[src/sfi_pkg.sv]
// ----------------------------------------------------------------------------
// sfi_pkg
// Shared constants, types and helpers of the sampled function interpolator.
// ----------------------------------------------------------------------------
package sfi_pkg;

  localparam int SAMPLE_DEPTH = 1024;
  localparam int ADDR_W       = $clog2(SAMPLE_DEPTH);
  localparam int COUNT_W      = 11;
  localparam int FRAC_W       = 16;
  localparam int VALUE_W      = 32;
  localparam int INTEG_W      = 48;
  localparam int TIME_W       = 32;
  localparam int K_W          = TIME_W - FRAC_W;
  localparam int END_W        = 26;
  localparam int MODE_W       = 2;
  localparam int MUL_A_W      = 50;
  localparam int MUL_B_W      = 32;
  localparam int PROD_W       = MUL_A_W + MUL_B_W;
  localparam int WIDE_W       = PROD_W + 2;
  localparam int DIV_W        = 32;
  localparam int DIV_CNT_W    = $clog2(DIV_W + 1);
  localparam int PADDR_W      = 5;
  localparam int REG_IDX_W    = 3;

  localparam logic [REG_IDX_W-1:0] REG_SAMPLE_COUNT  = 3'd0;
  localparam logic [REG_IDX_W-1:0] REG_INTERP_MODE   = 3'd1;
  localparam logic [REG_IDX_W-1:0] REG_BORDER_CYCLIC = 3'd2;
  localparam logic [REG_IDX_W-1:0] REG_BORDER_LEVEL  = 3'd3;
  localparam logic [REG_IDX_W-1:0] REG_END_TIME      = 3'd4;

  localparam logic [MODE_W-1:0] MODE_LINEAR = 2'd0;
  localparam logic [MODE_W-1:0] MODE_RIGHT  = 2'd1;
  localparam logic [MODE_W-1:0] MODE_LEFT   = 2'd2;

  localparam logic signed [INTEG_W-1:0] INTEG_MAX = {1'b0, {(INTEG_W-1){1'b1}}};
  localparam logic signed [INTEG_W-1:0] INTEG_MIN = {1'b1, {(INTEG_W-1){1'b0}}};

  typedef logic signed [WIDE_W-1:0] wide_t;

  typedef struct packed {
    logic [COUNT_W-1:0]        sample_count;
    logic [MODE_W-1:0]         interp_mode;
    logic                      border_cyclic;
    logic signed [VALUE_W-1:0] border_level;
    logic [END_W-1:0]          end_time;
  } cfg_t;

  typedef enum logic [3:0] {
    OP_NONE,
    OP_CAPTURE,
    OP_LOAD,
    OP_RES_ZERO,
    OP_DIV_START,
    OP_EV_SET,
    OP_RD_HI,
    OP_LATCH_HI,
    OP_MUL_START,
    OP_MUL_DONE,
    OP_RES_EV,
    OP_RES_CYC
  } dp_op_t;

  typedef enum logic [2:0] {
    MS_EV_FAR,
    MS_EV_INT,
    MS_EV_VAL,
    MS_BL_T,
    MS_BL_DT,
    MS_IEND_Q
  } mul_sel_t;

  typedef enum logic [1:0] {
    EV_T,
    EV_END,
    EV_U
  } ev_sel_t;

  typedef enum logic [2:0] {
    G_PLAIN,
    G_BORDER,
    G_CYC_END,
    G_CYC_U,
    G_CONST
  } goal_t;

  typedef enum logic [4:0] {
    ST_IDLE,
    ST_DECIDE,
    ST_DIV_GO,
    ST_DIV_WAIT,
    ST_EV_SET,
    ST_RD_LO,
    ST_RD_HI,
    ST_RD_DONE,
    ST_MI_GO,
    ST_MI_WAIT,
    ST_MV_GO,
    ST_MV_WAIT,
    ST_EV_END,
    ST_MX_GO,
    ST_MX_WAIT,
    ST_OUT
  } state_t;

  typedef struct packed {
    dp_op_t   op;
    mul_sel_t msel;
    ev_sel_t  esel;
  } dp_cmd_t;

  typedef struct packed {
    logic is_load;
    logic t_neg;
    logic n_zero;
    logic t_gt_end;
    logic cyc_ok;
    logic far;
    logic lin;
    logic mul_busy;
    logic div_busy;
  } dp_status_t;

  function automatic logic signed [INTEG_W-1:0] sat48(input wide_t x);
    logic signed [INTEG_W-1:0] r;
    if (x > wide_t'(INTEG_MAX)) r = INTEG_MAX;
    else if (x < wide_t'(INTEG_MIN)) r = INTEG_MIN;
    else r = x[INTEG_W-1:0];
    return r;
  endfunction

endpackage

[src/sfi_ctrl.sv]
// ----------------------------------------------------------------------------
// sfi_ctrl
// Sequencer: steps one transaction through the datapath operations.
// ----------------------------------------------------------------------------
module sfi_ctrl import sfi_pkg::*; (
  input  logic       clk,
  input  logic       rst,
  input  logic       in_valid,
  output logic       in_ready,
  output logic       out_valid,
  input  logic       out_ready,
  input  dp_status_t status,
  output dp_cmd_t    cmd
);

  state_t state, state_next;
  goal_t  goal, goal_next;

  always_ff @(posedge clk) begin
    if (rst) begin
      state <= ST_IDLE;
      goal  <= G_PLAIN;
    end else begin
      state <= state_next;
      goal  <= goal_next;
    end
  end

  always_comb begin
    state_next = state;
    goal_next  = goal;
    unique case (state)
      ST_IDLE:     if (in_valid) state_next = ST_DECIDE;
      ST_DECIDE: begin
        if (status.is_load || status.t_neg) begin
          state_next = ST_OUT;
        end else if (status.n_zero) begin
          goal_next  = G_CONST;
          state_next = ST_MX_GO;
        end else if (!status.t_gt_end) begin
          goal_next  = G_PLAIN;
          state_next = ST_EV_SET;
        end else if (!status.cyc_ok) begin
          goal_next  = G_BORDER;
          state_next = ST_EV_SET;
        end else begin
          goal_next  = G_CYC_END;
          state_next = ST_DIV_GO;
        end
      end
      ST_DIV_GO:   state_next = ST_DIV_WAIT;
      ST_DIV_WAIT: if (!status.div_busy) state_next = ST_EV_SET;
      ST_EV_SET:   state_next = ST_RD_LO;
      ST_RD_LO:    state_next = ST_RD_HI;
      ST_RD_HI:    state_next = ST_RD_DONE;
      ST_RD_DONE:  state_next = ST_MI_GO;
      ST_MI_GO:    state_next = ST_MI_WAIT;
      ST_MI_WAIT: begin
        if (!status.mul_busy) begin
          state_next = (!status.far && status.lin) ? ST_MV_GO : ST_EV_END;
        end
      end
      ST_MV_GO:    state_next = ST_MV_WAIT;
      ST_MV_WAIT:  if (!status.mul_busy) state_next = ST_EV_END;
      ST_EV_END: begin
        if (goal == G_PLAIN || goal == G_CYC_U) state_next = ST_OUT;
        else state_next = ST_MX_GO;
      end
      ST_MX_GO:    state_next = ST_MX_WAIT;
      ST_MX_WAIT: begin
        if (!status.mul_busy) begin
          if (goal == G_CYC_END) begin
            goal_next  = G_CYC_U;
            state_next = ST_EV_SET;
          end else begin
            state_next = ST_OUT;
          end
        end
      end
      ST_OUT:      if (out_ready) state_next = ST_IDLE;
      default:     state_next = ST_IDLE;
    endcase
  end

  always_comb begin
    in_ready  = 1'b0;
    out_valid = 1'b0;
    cmd.op    = OP_NONE;
    cmd.msel  = MS_EV_INT;
    cmd.esel  = EV_END;
    unique case (state)
      ST_IDLE: begin
        in_ready = 1'b1;
        if (in_valid) cmd.op = OP_CAPTURE;
      end
      ST_DECIDE: begin
        if (status.is_load) cmd.op = OP_LOAD;
        else if (status.t_neg) cmd.op = OP_RES_ZERO;
      end
      ST_DIV_GO:  cmd.op = OP_DIV_START;
      ST_EV_SET: begin
        cmd.op = OP_EV_SET;
        if (goal == G_PLAIN) cmd.esel = EV_T;
        else if (goal == G_CYC_U) cmd.esel = EV_U;
        else cmd.esel = EV_END;
      end
      ST_RD_HI:   cmd.op = OP_RD_HI;
      ST_RD_DONE: cmd.op = OP_LATCH_HI;
      ST_MI_GO, ST_MI_WAIT: begin
        cmd.msel = status.far ? MS_EV_FAR : MS_EV_INT;
        if (state == ST_MI_GO) cmd.op = OP_MUL_START;
        else if (!status.mul_busy) cmd.op = OP_MUL_DONE;
      end
      ST_MV_GO, ST_MV_WAIT: begin
        cmd.msel = MS_EV_VAL;
        if (state == ST_MV_GO) cmd.op = OP_MUL_START;
        else if (!status.mul_busy) cmd.op = OP_MUL_DONE;
      end
      ST_EV_END: begin
        if (goal == G_PLAIN) cmd.op = OP_RES_EV;
        else if (goal == G_CYC_U) cmd.op = OP_RES_CYC;
      end
      ST_MX_GO, ST_MX_WAIT: begin
        if (goal == G_CONST) cmd.msel = MS_BL_T;
        else if (goal == G_BORDER) cmd.msel = MS_BL_DT;
        else cmd.msel = MS_IEND_Q;
        if (state == ST_MX_GO) cmd.op = OP_MUL_START;
        else if (!status.mul_busy) cmd.op = OP_MUL_DONE;
      end
      ST_OUT:     out_valid = 1'b1;
      default: begin
      end
    endcase
  end

endmodule

[config.mk]
export PLATFORM = sky130hd
export DESIGN_NAME = sfi_ctrl
export DESIGN_NICKNAME = d
export VERILOG_FILES = /design/src/sfi_pkg.sv /design/src/sfi_ctrl.sv
export SDC_FILE = /design/constraint.sdc
export NUM_CORES = 1
export LEC_CHECK = 0
export ABC_CLOCK_PERIOD_IN_PS = 1400
export BUFFER_PORTS_ARGS = -buffer_cell sky130_fd_sc_hd__buf_2
export CAP_MARGIN = 20
export CORE_MARGIN = 2
export CORE_UTILIZATION = 44
export DETAILED_ROUTE_END_ITERATION = 10
export PLACE_DENSITY = 0.81
export SYNTH_ARGS = -nofsm -noshare
export SYNTH_HDL_FRONTEND = slang
export SYNTH_SLANG_ARGS = --single-unit
[constraint.sdc]
create_clock -name clk -period 1.4 [get_ports clk]
set_input_delay 0.14 -clock clk [delete_from_list [all_inputs] [get_ports clk]]
set_output_delay 0.14 -clock clk [all_outputs]
set_load 0.03 [all_outputs]
# Yosys cells after proc, flatten, opt, wreduce, memory -nomap -nowiden
# Index checks and enable logic that the tools add are counted.
# word_totals
regBits,8
in_bits,13
wordCells,81
output_inout_bits,11
# op_classes
mux,40
reduce_logical,12
eq_ne,27
# ops
op,n
$pmux 5 s16,1
$eq 5x4->1 const B,8
$pmux 4 s10,1
$mux 4,9
$mux 5,6
$mux 3,8
$eq 5x3->1 const B,4
$mux 2,8
$ne 2x2->1 const B,8
$eq 5x2->1 const B,2
$pmux 3 s3,1
$eq 3x2->1 const B,2
$pmux 3 s2,1
$reduce_and 6->1,1
$reduce_or 2->1,3
$eq 5x1->1 const B,1
$logic_not 5->1,1
$mux 1,5
$reduce_and 4->1,1
$eq 3x1->1 const B,1
$eq 3x3->1 const B,1
$logic_not 3->1,1
$logic_or 1x1->1,2
$reduce_bool 2->1,1
2 further kinds,2

# Logic depth before layout (Yosys ltp)
# logic_depth
depth_word,5
ltp_mapped,6
depth_no_buf,5

# Least setup slack after synthesis
# Ideal clock, no wire load.
# synth_timing
path_kind,register to output
from,reg state[1]
to,out cmd[1] in the netlist's numbering
arrival_ps,1675
path_stages_with_launch,4
n_path_buf,1
required_time_ps,1260
setup_slack_ps,-415
cell_sequence,dfxtp_1 > buf_2 > or2_1 > nor4_1
# synth_lines
item,line,source
from (decl),sfi_ctrl.sv:16,"state_t state, state_next;"
from (signal assigned),sfi_ctrl.sv:24,state <= state_next;
to (decl),sfi_ctrl.sv:13,output dp_cmd_t cmd

==> impl_results.md <==
* Crit path max fanout at 2
* Ys flop type: dfxtp_1
* Wire per inst at around 25 µm
* Cell taking the most area after synthesis: dfxtp_1
* Vias at roughly 1400
* HP Class: in -> reg
* Syn nets at approximately 130
* Status: finished with violations
* Rel. slew slack at 0.6523
* R2r setup slk at -0.36 ns
* Worst-Margin Slew at between 0.5 and 0.6 ns
* GRT Residual Overflow at 0
* Worst Skew at between 0.005 and 0.006 ns
* First-pass GRT wire length at about 6600 µm
* Number of diodes at 0
* Vias in the first global route at 1292
* Sequential Power Share at 0.094
* Yosys reg bits at 7
* Clock Pin Slew Worst Setup and Hold Paths at 0.06 ns
* Max clock buf depth at 2
* Antenna violations before repair at 0
* Fmax at just over 500 MHz
* Post-Syn Area at 784.5 µm²
* Final WL at around 5200 µm
* H-Tree Depth at 1
* Maxcap violations at 0
* Crit Path Category: reg -> out
* Nets at 197
* Final setup margin at -0.5418 ns
* CP max-delay cell: or4b_1
* Period utilization at 1.387
* Crit. End Element: output port
* DRC Markers at 0
* Worst-Skew Late Latency at around 0.25 ns
* TritonCTS Buffers at 3
* CP required at roughly 1.3 ns
* Psw at about 0.0018 W
* Internal Power at approximately 0.0017 W
* Sequence of cells on the critical path: or2_4, or4b_1, o21ai_1, nand2_1, o221ai_4, buf_6
* Post-synth cell types at 38
* Final Hold Viols at 0
* CTS tree: done
* Worst vdd ir at 2.008 mV
* CTS Sinks at 7
* Final ANT Viol Nets at 0
* GRT Total Usage at 0.4537
* Clock power frac at 0.055
* Pwr dens at roughly 2200 nW/µm²
* Final setup viols at 17
* Die W at between 40 and 50 µm
* Synthesized area per cell at ~6.5 µm²
* Hold-fix buffers at CTS at 0
* Post-Place Cell Area at approximately 1200 µm²
* DRT iter0 DRCs at roughly 190
* YS warnings at 0
* Share of cells above drive strength 1 at 0.6066
* Layout area overhead at 100.8%
* Mapped Cells at 120
* Port Buffers at 23
* Initial Util at 0.4593
* Leakage power at roughly 0.66 nW
* RSZ-0062 raised after global routing: true
* Cell area after layout at between 1500 and 2000 µm²
* 1st-pass router iterations at 5
* Final worst path period need at 1.942 ns
* Final RePlAce weighted congestion at around 0.96
* Rows at 15
* Num ports at 24
* CP arrival at around 1.8 ns
* Combinational share of power at 0.851
* Asr flop ratio synth at 0
* List of most frequent post-synthesis cells: nor2_1 (21), nand2_1 (11), a21oi_1 (10)
* Area contributors post-synth: dfxtp_1 (18%), nor2_1 (10%), a21oi_1 (6.4%)
* Synth top area share at 0.1786
* Core ar. at 1708 µm²
* CP Launch Type: flip-flop
* Die area at between 2000 and 2500 µm²
* Largest stage delay on the critical path at about 0.52 ns
* Top-count cell post-synth: nor2_1
* Via density at 6.966
* Clock Tree Root: clkbuf_4
* Post-synth EDFFs at 0
* Sequential area share after synthesis at 0.1786
* Die Span Y at around 46 µm
* Hpwl dp at 2266 µm
* Largest net degree at the start of global routing at 13
* Failing checks: negative setup slack
* Switch share at 0.5113
* Power Total at ~0.0034 W
* Pins Over Slew Limit at 0
[per-layer routing]
layer | vias to the layer above | part of all wire | GRT usage
li1 | 566 | - | -
met1 | 627 | 0.32 | 0.4871
met2 | 180 | 0.42 | 0.6667
met4 | 0 | 0.10 | 0.3029
met5 | - | 0 | 0
met3 | 76 | 0.15 | 0.2627
[area by class of cell]
cell class                      count  area (µm²)
Multi-Input combinational cell    100       827.0
Timing Repair Buffer               68       533.0
Sequential cell                     7       142.6
Fill cell                          61       132.6
Tap cell                           25       31.28
Clock buffer                        4       26.28
Inverter                            4       15.01
[critical path: cells and delay by family, from the launching register on]
| family | cells | cell delay [ns] |
|---|---|---|
| and+or+nand+nor | 3 | 0.88 |
| AOI/OAI and AO/OA | 2 | 0.18 |
| DFF | 1 | 0.33 |
| buffers and inverters | 1 | 0.16 |
[metrics by stage]
| step | cells | utilization | TNS [ns] | setup slack, ns | hold WS [ns] |
|---|---|---|---|---|---|
| floorplan | 120 | - | -0.5606 | -0.1599 | 0.2839 |
| global placement | 196 | 0.7304 | -1.361 | -0.2200 | 0.4309 |
| detailed placement | 196 | 0.7304 | -1.868 | -0.2701 | 0.4446 |
| CTS | 202 | 0.8476 | -3.500 | -0.4405 | 0.1893 |
| global route | 208 | 0.9223 | -6.174 | -0.6699 | 0.2447 |
| finish | 208 | 0.9223 | -5.414 | -0.5418 | 0.2055 |
[placed cells by master (no fill, tap or decap), drive strengths merged, types with 3 or more instances in the layout]
cell type / Yosys / final
buf: 4 / 68
nor2: 21 / 21
nand2: 11 / 11
o21ai: 11 / 11
a21oi: 10 / 10
dfxtp: 7 / 7
nor3b: 5 / 5
clkbuf: 5 / 4
inv: 4 / 4
nor4: 4 / 4
nand3b: 3 / 3
nor2b: 3 / 3
o31ai: 3 / 3
nand3: 3 / 3
[worst paths after layout]
check | start | to | depth (start not counted)
setup / recovery | state[1] | cmd[5] | 6
hold / removal | rst | goal[1] | 2
setup reg to reg | state[1] | state[1] | 7
hold reg to reg | goal[2] | goal[2] | 2
[cells by family after synthesis]
group                  after synthesis  share of synthesized area
buffers and inverters               13                    0.06858
AO/OA/AOI/OAI                       36                     0.3062
multiplexers                         2                    0.02552
AND/OR/NAND/NOR                     62                     0.4211
flip-flops                           7                     0.1786
[timing repair]
item                                    4_1_cts  5_1_grt
pin swaps                                     9        8
buffers inserted                              2        6
endpoints found under the setup margin       16       18
gates resized for setup                      42       19
[registers in the layout, summed over array words and instances (netlist names)]
signal	cells
goal	3
state	4
[power groups by stage]
stage                     combinational (W)  clock (W)  sequential, W
after floorplan                     0.00125          0       0.000305
after global placement              0.00194          0       0.000301
after detailed placement            0.00200          0       0.000304
after CTS                           0.00237   0.000187       0.000307
after global routing                0.00302   0.000195       0.000325
final                               0.00293   0.000188       0.000324
(Power assumes the default switching activity.)
